==> src/rtl/llth_pkg.sv <==
// ----------------------------------------------------------------------------
// llth_pkg
// Request and status codes and sequencer states for the least-loaded target heap.
// ----------------------------------------------------------------------------
package llth_pkg;

  localparam logic [2:0] REQ_SET_CAP   = 3'd0;
  localparam logic [2:0] REQ_ADD       = 3'd1;
  localparam logic [2:0] REQ_REMOVE    = 3'd2;
  localparam logic [2:0] REQ_ACQ_GROUP = 3'd3;
  localparam logic [2:0] REQ_ACQ_TGT   = 3'd4;
  localparam logic [2:0] REQ_RELEASE   = 3'd5;

  localparam logic [2:0] ST_OK        = 3'd0;
  localparam logic [2:0] ST_NO_CAP    = 3'd1;
  localparam logic [2:0] ST_IN_GROUP  = 3'd2;
  localparam logic [2:0] ST_NOT_IN    = 3'd3;
  localparam logic [2:0] ST_BAD_CAP   = 3'd4;
  localparam logic [2:0] ST_HEAP_FULL = 3'd5;
  localparam logic [2:0] ST_REL_ZERO  = 3'd6;

  localparam int SUM_BITS = 20;

  typedef enum logic [3:0] {
    S_IDLE,
    S_DECODE,
    S_UP_CMP,
    S_UP_MOVE,
    S_DN_SETUP,
    S_DN_CMP_LR,
    S_DN_CMP_T,
    S_DN_MOVE,
    S_PLACE,
    S_DONE
  } state_t;

  // what to do after a sift up finishes
  typedef enum logic [1:0] {
    AFTER_NONE,
    AFTER_DOWN
  } after_t;

endpackage

==> src/rtl/least_loaded_target_heap_core.sv <==
// ----------------------------------------------------------------------------
// least_loaded_target_heap_core
// A request with no heap move passes S_DECODE and S_DONE; done strobes once
// the core is back in idle, and the next start is taken in that cycle; no start
// is taken while busy. Each level climbed takes S_UP_CMP and S_UP_MOVE, each
// level descended S_DN_SETUP, S_DN_CMP_LR (two children), S_DN_CMP_T, S_DN_MOVE.
// One shared multiplier pair does every load-ratio compare. The receiver cannot
// stall. Synchronous reset clears loads, limits, membership and sums.
// ----------------------------------------------------------------------------
module least_loaded_target_heap_core #(
  parameter int NUM_TARGETS = 16,
  parameter int LOAD_BITS   = 16
) (
  input  logic        clk,
  input  logic        rst,
  input  logic        start,
  output logic        busy,
  input  logic [2:0]  req_type,
  input  logic [3:0]  target_id,
  input  logic [15:0] capacity,
  output logic        done,
  output logic [2:0]  status,
  output logic [3:0]  granted_target,
  output logic [15:0] target_load,
  output logic [19:0] group_load
);

  localparam int IW = (NUM_TARGETS > 1) ? $clog2(NUM_TARGETS) : 1;
  localparam int CW = $clog2(NUM_TARGETS + 1);
  localparam int SW = LOAD_BITS + IW + 1;
  localparam int PW = 2 * LOAD_BITS;
  localparam logic [SW-1:0] SAT = SW'((64'd1 << llth_pkg::SUM_BITS) - 64'd1);

  logic [LOAD_BITS-1:0] load_count [NUM_TARGETS];
  logic [LOAD_BITS-1:0] load_limit [NUM_TARGETS];
  logic [NUM_TARGETS-1:0] member_flag;
  logic [IW-1:0] heap_position [NUM_TARGETS];
  logic [IW-1:0] heap_entries [NUM_TARGETS];
  logic [CW-1:0] heap_count;
  logic [SW-1:0] group_load_sum, group_limit_sum;

  llth_pkg::state_t state;
  llth_pkg::after_t after;
  logic [2:0]  req;
  logic [3:0]  id;
  logic [LOAD_BITS-1:0] cap;
  logic        id_ok;
  logic [IW-1:0] tid;
  logic [IW-1:0] pos;
  logic [IW-1:0] best;
  logic        pass_eq;
  logic [2:0]  st;
  logic [3:0]  gr;

  // shared compare unit: ratio(a) vs ratio(b)
  logic [IW-1:0] ca, cb;
  logic [PW-1:0] pa, pb;
  logic lt, eq;
  always_comb begin
    pa = PW'(load_count[ca]) * PW'(load_limit[cb]);
    pb = PW'(load_count[cb]) * PW'(load_limit[ca]);
    lt = pa < pb;
    eq = pa == pb;
  end

  logic [IW:0] up_idx, l_idx, r_idx;
  always_comb begin
    up_idx = ({1'b0, pos} - 1'b1) >> 1;
    l_idx  = {pos, 1'b1};
    r_idx  = l_idx + 1'b1;
  end

  logic [IW-1:0] parent_e, l_e, r_e;
  always_comb begin
    parent_e = heap_entries[up_idx[IW-1:0]];
    l_e = heap_entries[l_idx[IW-1:0]];
    r_e = heap_entries[r_idx[IW-1:0]];
    ca = tid;
    cb = parent_e;
    case (state)
      llth_pkg::S_DN_CMP_LR: begin
        ca = r_e;
        cb = l_e;
      end
      llth_pkg::S_DN_CMP_T: begin
        ca = heap_entries[best];
        cb = tid;
      end
      default: ;
    endcase
  end

  assign busy = state != llth_pkg::S_IDLE;
  logic [CW-1:0] cnt_m1;
  assign cnt_m1 = heap_count - 1'b1;

  always_ff @(posedge clk) begin
    if (rst) begin
      state <= llth_pkg::S_IDLE;
      member_flag <= '0;
      heap_count <= '0;
      group_load_sum <= '0;
      group_limit_sum <= '0;
      done <= 1'b0;
      for (int i = 0; i < NUM_TARGETS; i++) begin
        load_count[i] <= '0;
        load_limit[i] <= '0;
      end
    end else begin
      done <= 1'b0;
      case (state)
        llth_pkg::S_IDLE: begin
          if (start) begin
            req <= req_type;
            id <= target_id;
            cap <= LOAD_BITS'(capacity);
            id_ok <= 32'(target_id) < NUM_TARGETS;
            tid <= IW'(target_id);
            st <= llth_pkg::ST_OK;
            gr <= target_id;
            after <= llth_pkg::AFTER_NONE;
            pass_eq <= 1'b0;
            state <= llth_pkg::S_DECODE;
          end
        end
        llth_pkg::S_DECODE: begin
          state <= llth_pkg::S_DONE;
          if (req > llth_pkg::REQ_RELEASE) begin
            st <= llth_pkg::ST_BAD_CAP;
          end else if (req == llth_pkg::REQ_ACQ_GROUP) begin
            if (heap_count == '0 || group_load_sum >= group_limit_sum) begin
              st <= llth_pkg::ST_NO_CAP;
              gr <= '0;
            end else begin
              tid <= heap_entries[0];
              gr <= 4'(heap_entries[0]);
              load_count[heap_entries[0]] <= load_count[heap_entries[0]] + 1'b1;
              group_load_sum <= group_load_sum + 1'b1;
              pos <= '0;
              state <= llth_pkg::S_DN_SETUP;
            end
          end else if (!id_ok) begin
            st <= llth_pkg::ST_NOT_IN;
          end else begin
            case (req)
              llth_pkg::REQ_SET_CAP: begin
                if (cap == '0) begin
                  st <= llth_pkg::ST_BAD_CAP;
                end else begin
                  load_limit[tid] <= cap;
                  if (member_flag[tid]) begin
                    group_limit_sum <= group_limit_sum - SW'(load_limit[tid]) + SW'(cap);
                    pos <= heap_position[tid];
                    after <= llth_pkg::AFTER_DOWN;
                    state <= llth_pkg::S_UP_CMP;
                  end
                end
              end
              llth_pkg::REQ_ADD: begin
                if (member_flag[tid]) st <= llth_pkg::ST_IN_GROUP;
                else if (load_limit[tid] == '0) st <= llth_pkg::ST_BAD_CAP;
                else if (32'(heap_count) >= NUM_TARGETS) st <= llth_pkg::ST_HEAP_FULL;
                else begin
                  pos <= IW'(heap_count);
                  heap_count <= heap_count + 1'b1;
                  member_flag[tid] <= 1'b1;
                  group_limit_sum <= group_limit_sum + SW'(load_limit[tid]);
                  group_load_sum <= group_load_sum + SW'(load_count[tid]);
                  state <= llth_pkg::S_UP_CMP;
                end
              end
              llth_pkg::REQ_REMOVE: begin
                if (!member_flag[tid]) st <= llth_pkg::ST_NOT_IN;
                else begin
                  member_flag[tid] <= 1'b0;
                  group_limit_sum <= group_limit_sum - SW'(load_limit[tid]);
                  group_load_sum <= group_load_sum - SW'(load_count[tid]);
                  heap_count <= cnt_m1;
                  if (heap_position[tid] != IW'(cnt_m1)) begin
                    tid <= heap_entries[IW'(cnt_m1)];
                    pos <= heap_position[tid];
                    after <= llth_pkg::AFTER_DOWN;
                    state <= llth_pkg::S_UP_CMP;
                  end
                end
              end
              llth_pkg::REQ_ACQ_TGT: begin
                if (load_count[tid] >= load_limit[tid]) st <= llth_pkg::ST_NO_CAP;
                else begin
                  load_count[tid] <= load_count[tid] + 1'b1;
                  if (member_flag[tid]) begin
                    group_load_sum <= group_load_sum + 1'b1;
                    pos <= heap_position[tid];
                    state <= llth_pkg::S_DN_SETUP;
                  end
                end
              end
              default: begin
                if (load_count[tid] == '0) st <= llth_pkg::ST_REL_ZERO;
                else begin
                  load_count[tid] <= load_count[tid] - 1'b1;
                  if (member_flag[tid]) begin
                    group_load_sum <= group_load_sum - 1'b1;
                    pass_eq <= (load_count[tid] - 1'b1) < load_limit[tid];
                    pos <= heap_position[tid];
                    state <= llth_pkg::S_UP_CMP;
                  end
                end
              end
            endcase
          end
        end
        llth_pkg::S_UP_CMP: begin
          if (pos != '0 && (lt || (pass_eq && eq))) state <= llth_pkg::S_UP_MOVE;
          else begin
            heap_entries[pos] <= tid;
            heap_position[tid] <= pos;
            state <= (after == llth_pkg::AFTER_DOWN) ? llth_pkg::S_DN_SETUP
                                                     : llth_pkg::S_DONE;
          end
        end
        llth_pkg::S_UP_MOVE: begin
          heap_entries[pos] <= parent_e;
          heap_position[parent_e] <= pos;
          pos <= up_idx[IW-1:0];
          state <= llth_pkg::S_UP_CMP;
        end
        llth_pkg::S_DN_SETUP: begin
          best <= l_idx[IW-1:0];
          if (l_idx >= (IW+1)'(heap_count)) state <= llth_pkg::S_PLACE;
          else if (r_idx < (IW+1)'(heap_count)) state <= llth_pkg::S_DN_CMP_LR;
          else state <= llth_pkg::S_DN_CMP_T;
        end
        llth_pkg::S_DN_CMP_LR: begin
          if (lt) best <= r_idx[IW-1:0];
          state <= llth_pkg::S_DN_CMP_T;
        end
        llth_pkg::S_DN_CMP_T: begin
          state <= lt ? llth_pkg::S_DN_MOVE : llth_pkg::S_PLACE;
        end
        llth_pkg::S_DN_MOVE: begin
          heap_entries[pos] <= heap_entries[best];
          heap_position[heap_entries[best]] <= pos;
          pos <= best;
          state <= llth_pkg::S_DN_SETUP;
        end
        llth_pkg::S_PLACE: begin
          heap_entries[pos] <= tid;
          heap_position[tid] <= pos;
          state <= llth_pkg::S_DONE;
        end
        llth_pkg::S_DONE: begin
          done <= 1'b1;
          status <= st;
          granted_target <= gr;
          if (req == llth_pkg::REQ_ACQ_GROUP)
            target_load <= (st == llth_pkg::ST_OK) ? 16'(load_count[IW'(gr)]) : '0;
          else
            target_load <= id_ok ? 16'(load_count[IW'(id)]) : '0;
          group_load <= 20'((group_load_sum > SAT) ? SAT : group_load_sum);
          state <= llth_pkg::S_IDLE;
        end
        default: state <= llth_pkg::S_IDLE;
      endcase
    end
  end

  assert property (@(posedge clk) disable iff (rst) done |-> !busy)
    else $error("result while busy");
  assert property (@(posedge clk) disable iff (rst) (start && !busy) |=> busy)
    else $error("start not taken");
  assert property (@(posedge clk) disable iff (rst) 32'(heap_count) <= NUM_TARGETS)
    else $error("heap count overflow");
  assert property (@(posedge clk) disable iff (rst)
    $countones(member_flag) == 32'(heap_count))
    else $error("membership and heap count differ");

endmodule
==> config.mk <==
export PLATFORM = sky130hd
export DESIGN_NAME = least_loaded_target_heap_core
export DESIGN_NICKNAME = d
export VERILOG_FILES = /design/src/rtl/llth_pkg.sv /design/src/rtl/least_loaded_target_heap_core.sv
export SDC_FILE = /design/constraint.sdc
export NUM_CORES = 2
export LEC_CHECK = 0
export ABC_AREA = 1
export BUFFER_PORTS_ARGS = -buffer_cell sky130_fd_sc_hd__buf_4
export CAP_MARGIN = 20
export CORE_MARGIN = 2
export CORE_UTILIZATION = 35
export CTS_CLUSTER_SIZE = 20
export DETAILED_ROUTE_END_ITERATION = 7
export GPL_TIMING_DRIVEN = 1
export PLACE_DENSITY = 0.6
export RECOVER_POWER = 100
export SLEW_MARGIN = 40
export SYNTH_ARGS = -nofsm -noshare
export SYNTH_HDL_FRONTEND = slang
export SYNTH_SLANG_ARGS = --single-unit
==> constraint.sdc <==
create_clock -name clk -period 9.7 [get_ports clk]
set_input_delay 0.97 -clock clk [delete_from_list [all_inputs] [get_ports clk]]
set_output_delay 0.97 -clock clk [all_outputs]
set_load 0.1 [all_outputs]
### After elaboration in Yosys (flattened, before gate mapping)

Memories as Yosys holds them, arrays and structs flattened. A register that Yosys moved wholly into a read port is not among the register bits.
Cells that the tools add are included.

| word-level totals | value |
|---|---|
| memories kept | 4 |
| output and inout port bits | 45 |
| bits in writable memories | 640 |
| bits in registers | 156 |

| cells by class | value |
|---|---|
| multiply operators | 2 |
| multiplexer cells | 184 |
| reduce and logical (&&, ||, !) cells | 38 |
| magnitude comparators | 11 |
| add/sub/neg operators | 14 |
| bitwise operators | 11 |
| eq/ne operators | 62 |

Memory list:

| name | depth | width | read ports | clocked after memory_dff | wr ports | line | RTL |
|---|---|---|---|---|---|---|---|
| load_count | 16 | 16 | 6 | 3 | 16 | least_loaded_target_heap_core.sv:34 | `logic [LOAD_BITS-1:0] load_count [NUM_TARGETS];` |
| load_limit | 16 | 16 | 3 | 1 | 16 | least_loaded_target_heap_core.sv:35 | `logic [LOAD_BITS-1:0] load_limit [NUM_TARGETS];` |
| heap_entries | 16 | 4 | 6 | 2 | 1 | least_loaded_target_heap_core.sv:38 | `logic [IW-1:0] heap_entries [NUM_TARGETS];` |
| heap_position | 16 | 4 | 1 | 1 | 1 | least_loaded_target_heap_core.sv:37 | `logic [IW-1:0] heap_position [NUM_TARGETS];` |

Operators with widths:

| cell | number |
|---|---|
| 2-to-1 mux 21 bit | 16 |
| 2-to-1 mux 4 bit | 59 |
| 2-to-1 mux 16 bit | 10 |
| one-hot mux 21 bit (4 select lines) | 1 |
| multiplier 16 x 16 -> 32 bit | 2 |
| adder 21 x 16 -> 21 bit | 3 |
| one-hot mux 21 bit (3 select lines) | 1 |
| 2-to-1 mux 1 bit | 56 |
| zero test 16 bit | 3 |
| OR reduction 16 bit | 3 |
| != test 3 bit, second input constant | 15 |
| subtractor 21 x 16 -> 21 bit | 2 |
| one-hot mux 4 bit (2 select lines) | 5 |
| one-hot mux 4 bit (9 select lines) | 1 |
| 2-to-1 mux 3 bit | 11 |
| adder 16 x 1 -> 16 bit, second input constant | 2 |
| == test 32 bit | 1 |
| less-than comparator 32 bit | 1 |
| != test 2 bit, second input constant | 16 |
| != test 4 bit, second input constant | 8 |
| one-hot mux 16 bit (2 select lines) | 1 |
| one-hot mux 4 bit (4 select lines) | 2 |
| AND reduction 12 bit | 2 |
| AND reduction 8 bit | 3 |
| other kinds (58) | 98 |

### Logic depth before layout (Yosys ltp)

An unclocked memory read counts as a cell.

| depth | value |
|---|---|
| word-level depth | 16 |
| gate-level depth with buffers | 60 |
| gate-level depth less buffers | 56 |

### Worst setup path after synthesis

OpenSTA, ideal clock, no wires.

| timing | value |
|---|---|
| path kind | register -> register |
| start | register pos[0] |
| end | memory heap_position[10][0] (netlist bit) (enable) |
| period minus slack after synthesis | 10503 ps |
| stages on the path, launching flop included | 51 |
| setup slack | -803 ps |
| arrival time | 10174 ps |
| required time | 9370 ps |
| cell sequence | edfxtp_1 -> inv_1 -> clkbuf_1 -> ha_1 -> buf_2 -> buf_2 -> buf_2 -> o211ai_1 -> nand2_1 -> o211ai_1 -> nand3_1 -> o21ai_0 -> buf_2 -> buf_2 -> nand3_1 -> nand3_1 -> nand2_1 -> inv_1 -> [15 not listed] -> a21boi_0 -> o21ai_0 -> a21oi_1 -> o21ai_0 -> xor2_1 -> ha_1 -> nand2_1 -> nor2_1 -> nand4_1 -> nor4_1 -> nand2_1 -> nand2_1 -> nand2_1 -> nand2_1 -> nand2_1 -> a21oi_1 -> nand3_1 -> nor2_1 |

| on the way | value |
|---|---|
| cells in the longest elaborated chain, start to end | 16 |
| elaborated cells on any way between the ends | 24 |
| classes of those cells | add/sub (2); mul (2); order compare (1); eq/ne (1); mux (10); bitwise (1); reduce/logical (4); memory (3) |

RTL lines:

| item | line | RTL |
|---|---|---|
| start, declared | least_loaded_target_heap_core.sv:49 | `logic [IW-1:0] pos;` |
| start signal, assigned | least_loaded_target_heap_core.sv:153 | `pos <= heap_position[tid];` |
| start signal, assigned | least_loaded_target_heap_core.sv:164 | `pos <= IW'(heap_count);` |
| start signal, assigned | least_loaded_target_heap_core.sv:181 | `pos <= heap_position[tid];` |
| branches (longest 16 deep; another with multiplier 16 x 16 -> 32 bit) | n/a |  |
| end, declared | least_loaded_target_heap_core.sv:37 |  |

Parallel ways; which one is timed is not known.

### Worst setup path in the final report

| timing | value |
|---|---|
| start | register pos[1] |
| end | memory heap_position[7][3] (netlist bit) (enable) |

Same word-level chain as after synthesis.

==> impl_metrics.toml <==
[status]
outcome = "finished with violations"
violations = "DRC, setup timing"

[clock_network]
cts_buffer_depth = 3
clock_latency_ns = 0.77
clock_sinks = 814
htreeDepth = 3
cts_tree = "yes"
clkTransAtPathRegs_ns = 0.06
hold_buffers = 0
cts-root-buf = "clkbuf_16"
cts_made_buffers = 93

[timing]
worst_slew_pin_slew_ns = 1.22
holdWs_ns = 0.426
hold_violations = 0
fin_ws_ns = -0.777
fin_worst_skew_ns = 0.0461
layout_min_cycle_time_ns = 10.48
setup_violations = 140
finalCritPeriodShare = 1.08
slew_violations = 0
rsz0062_at_grt = "true"
fmaxAchievable_ghz = 0.0954
maxSlewHeadroom = 0.187

[route]
wirelength_mm = 362
vias_per_cell = 5.77
num_vias = 84423
drt_first_pass_iters = 8
antenna_left = 0
initialDrtViolationCount = 11055
wl_per_cell_um = 24.8
drc = 3

[synth]
avgSynthCellArea_um2 = 7.20
ys_ff_latch = 814
synth_nets = 11832
syn_inst = 11034
synth_cell_types = 60
ys.flop_type = "edfxtp_1"
ys_seq_area_frac = 0.297
ys_async_sr_fraction = 0
syn_area_um2 = 79500
ys_warn_count = 0
synth_edf_count = 727

[final_layout]
multi_input_area_um2 = 50100
regArea_um2 = 23600
layout_commonest_cell = "nand2_1"
fill_cells = 22629
fin_nets = 12340
mostFrequentLayoutCells = "2387 x nand2_1, 1311 x nand3_1, 1177 x inv_1, 1111 x nor2_1, 813 x buf_4"
drive_above_1_share = 0.155
layout-area-overhead-vs-synth_pct = 21.5

[worst_setup_path]
slowest_delay_ns = 0.58
worst-path-max-fanout = 8
slowest_stage = "fa_2"
worstSetupStartpointType = "flop"
crit_arrival_ns = 10.92
path_buf_inv = 17
critPathTopFamily = "adder cells"
cp.required_ns = 10.15
crit_top_cell = "buf_12"
critical_path_class = "reg2reg"
worstSetupEndpointType = "flop"

[floorplan]
core-area_um2 = 225000
die-width_um = 481
initial_core_util = 0.353
rows = 174
io-pin-count = 71
dieArea_um2 = 231000
die_y_um = 481

[worst_hold_path]
hold_class = "in2reg"

[placed_design]
port_buffers = 70
gp_congestion = 0.994
hpwlAfterDp_mm = 255

[global_routing]
antenna_found_initial = 6
grt_pass1_wl_mm = 524
grt_max_degree = 163
first_global_vias = 80516
grt_overflow = 0
track_usage = 0.300

[job]
maxCapViolations = 0
cells by family after synthesis:
kind of cell,count (synthesis),share of synthesized area
muxes,7,0.000976
buffers and inverters,1957,0.101
xor gates and xnor gates,139,0.0153
AOI/OAI and AO/OA,2116,0.154
and+or+nand+nor,5229,0.274
adders and majority gates,772,0.159
DFF,814,0.297
Yosys cell counts, types with 13 or more instances:
master / number / area, um^2
a21o_1: 13 / 97.6
a21oi_1: 712 / 3560
a31oi_1: 19 / 119
buf_1: 50 / 188
buf_2: 224 / 1120
buf_4: 57 / 428
buf_6: 20 / 225
clkbuf_1: 324 / 1220
clkinv_1: 25 / 93.8
dfxtp_1: 87 / 1740
edfxtp_1: 727 / 21800
fa_1: 392 / 7850
ha_1: 380 / 4750
inv_1: 1228 / 4610
inv_2: 29 / 109
nand2_1: 2494 / 9360
nand2_2: 33 / 206
nand3_1: 1373 / 6870
nand4_1: 43 / 269
nor2_1: 1182 / 4440
nor2_2: 18 / 113
nor3_1: 41 / 205
nor4_1: 18 / 113
o211ai_1: 433 / 3250
o21ai_0: 768 / 3840
o21bai_1: 19 / 143
o22ai_1: 39 / 244
xnor2_1: 49 / 429
xor2_1: 90 / 788
registers in the layout, indices dropped and copies added (netlist names), named ones only:
signal / count
gr: 4
pass_eq: 1
load_count: 256
state: 4
heap_entries: 64
group_limit_sum: 21
granted_target: 4
id: 4
group_load_sum: 21
cap: 16
status: 3
heap_count: 5
group_load: 20
after: 1
req: 3
best: 4
st: 3
pos: 4
load_limit: 256
heap_position: 64
target_load: 16
done: 1
tid: 4
routing by layer:
metal / up-vias / global-route usage / wire length [um]
li1: 37862 / - / -
met1: 39958 / 0.390 / 141000
met2: 5355 / 0.461 / 155000
met3: 1238 / 0.0698 / 42600
met4: 10 / 0.164 / 23700
met5: - / 0 / 60
final cells by class:
class,count,share of cell area
sequential,814,0.244
antenna,5,0.000130
clock buffer,116,0.0257
tap,2992,0.0388
timing repair buffer,1088,0.114
clock inverter,59,0.00736
multi-input combinational,8263,0.519
inverter,1282,0.0509
worst paths after layout:
| path | from | endpoint | slack [ns] | cells past startpoint |
|---|---|---|---|---|
| setup reg to reg | pos[1]$_DFFE_PP_ | heap_position[7][3]$_DFFE_PP_ | -0.78 | 55 |
| setup / recovery | pos[1]$_DFFE_PP_ | heap_position[7][3]$_DFFE_PP_ | -0.78 | 55 |
| hold / removal | req_type[1] | req[1]$_DFFE_PP_ | 0.43 | 1 |
| hold reg to reg | st[1]$_SDFFCE_PP0P_ | status[1]$_DFFE_PP_ | 0.47 | 0 |
per-stage QoR:
step	utilization	area, um^2	worst slack, ns	setup TNS, ns	cells
floorplan	-	80000	0.000314	0	11034
global placement	0.396	89300	-1.22	-161.48	14297
detailed placement	0.397	89500	-1.25	-163.17	14298
CTS	0.417	94000	-0.703	-86.58	14520
global route	0.429	96600	-1.19	-154.40	14614
finish	0.429	96600	-0.777	-98.46	14619
repair_timing:
action | 4_1_cts | 5_1_grt
pin swaps | 67 | 182
endpoints found under the setup margin | 140 | 140
cloned | 10 | 22
setup buffers | 37 | 81
gates resized for setup | 193 | 341
Power is left out: the tool's default activity adds up to more than one toggle a clock period on the data nets, which glitch-free logic cannot reach.
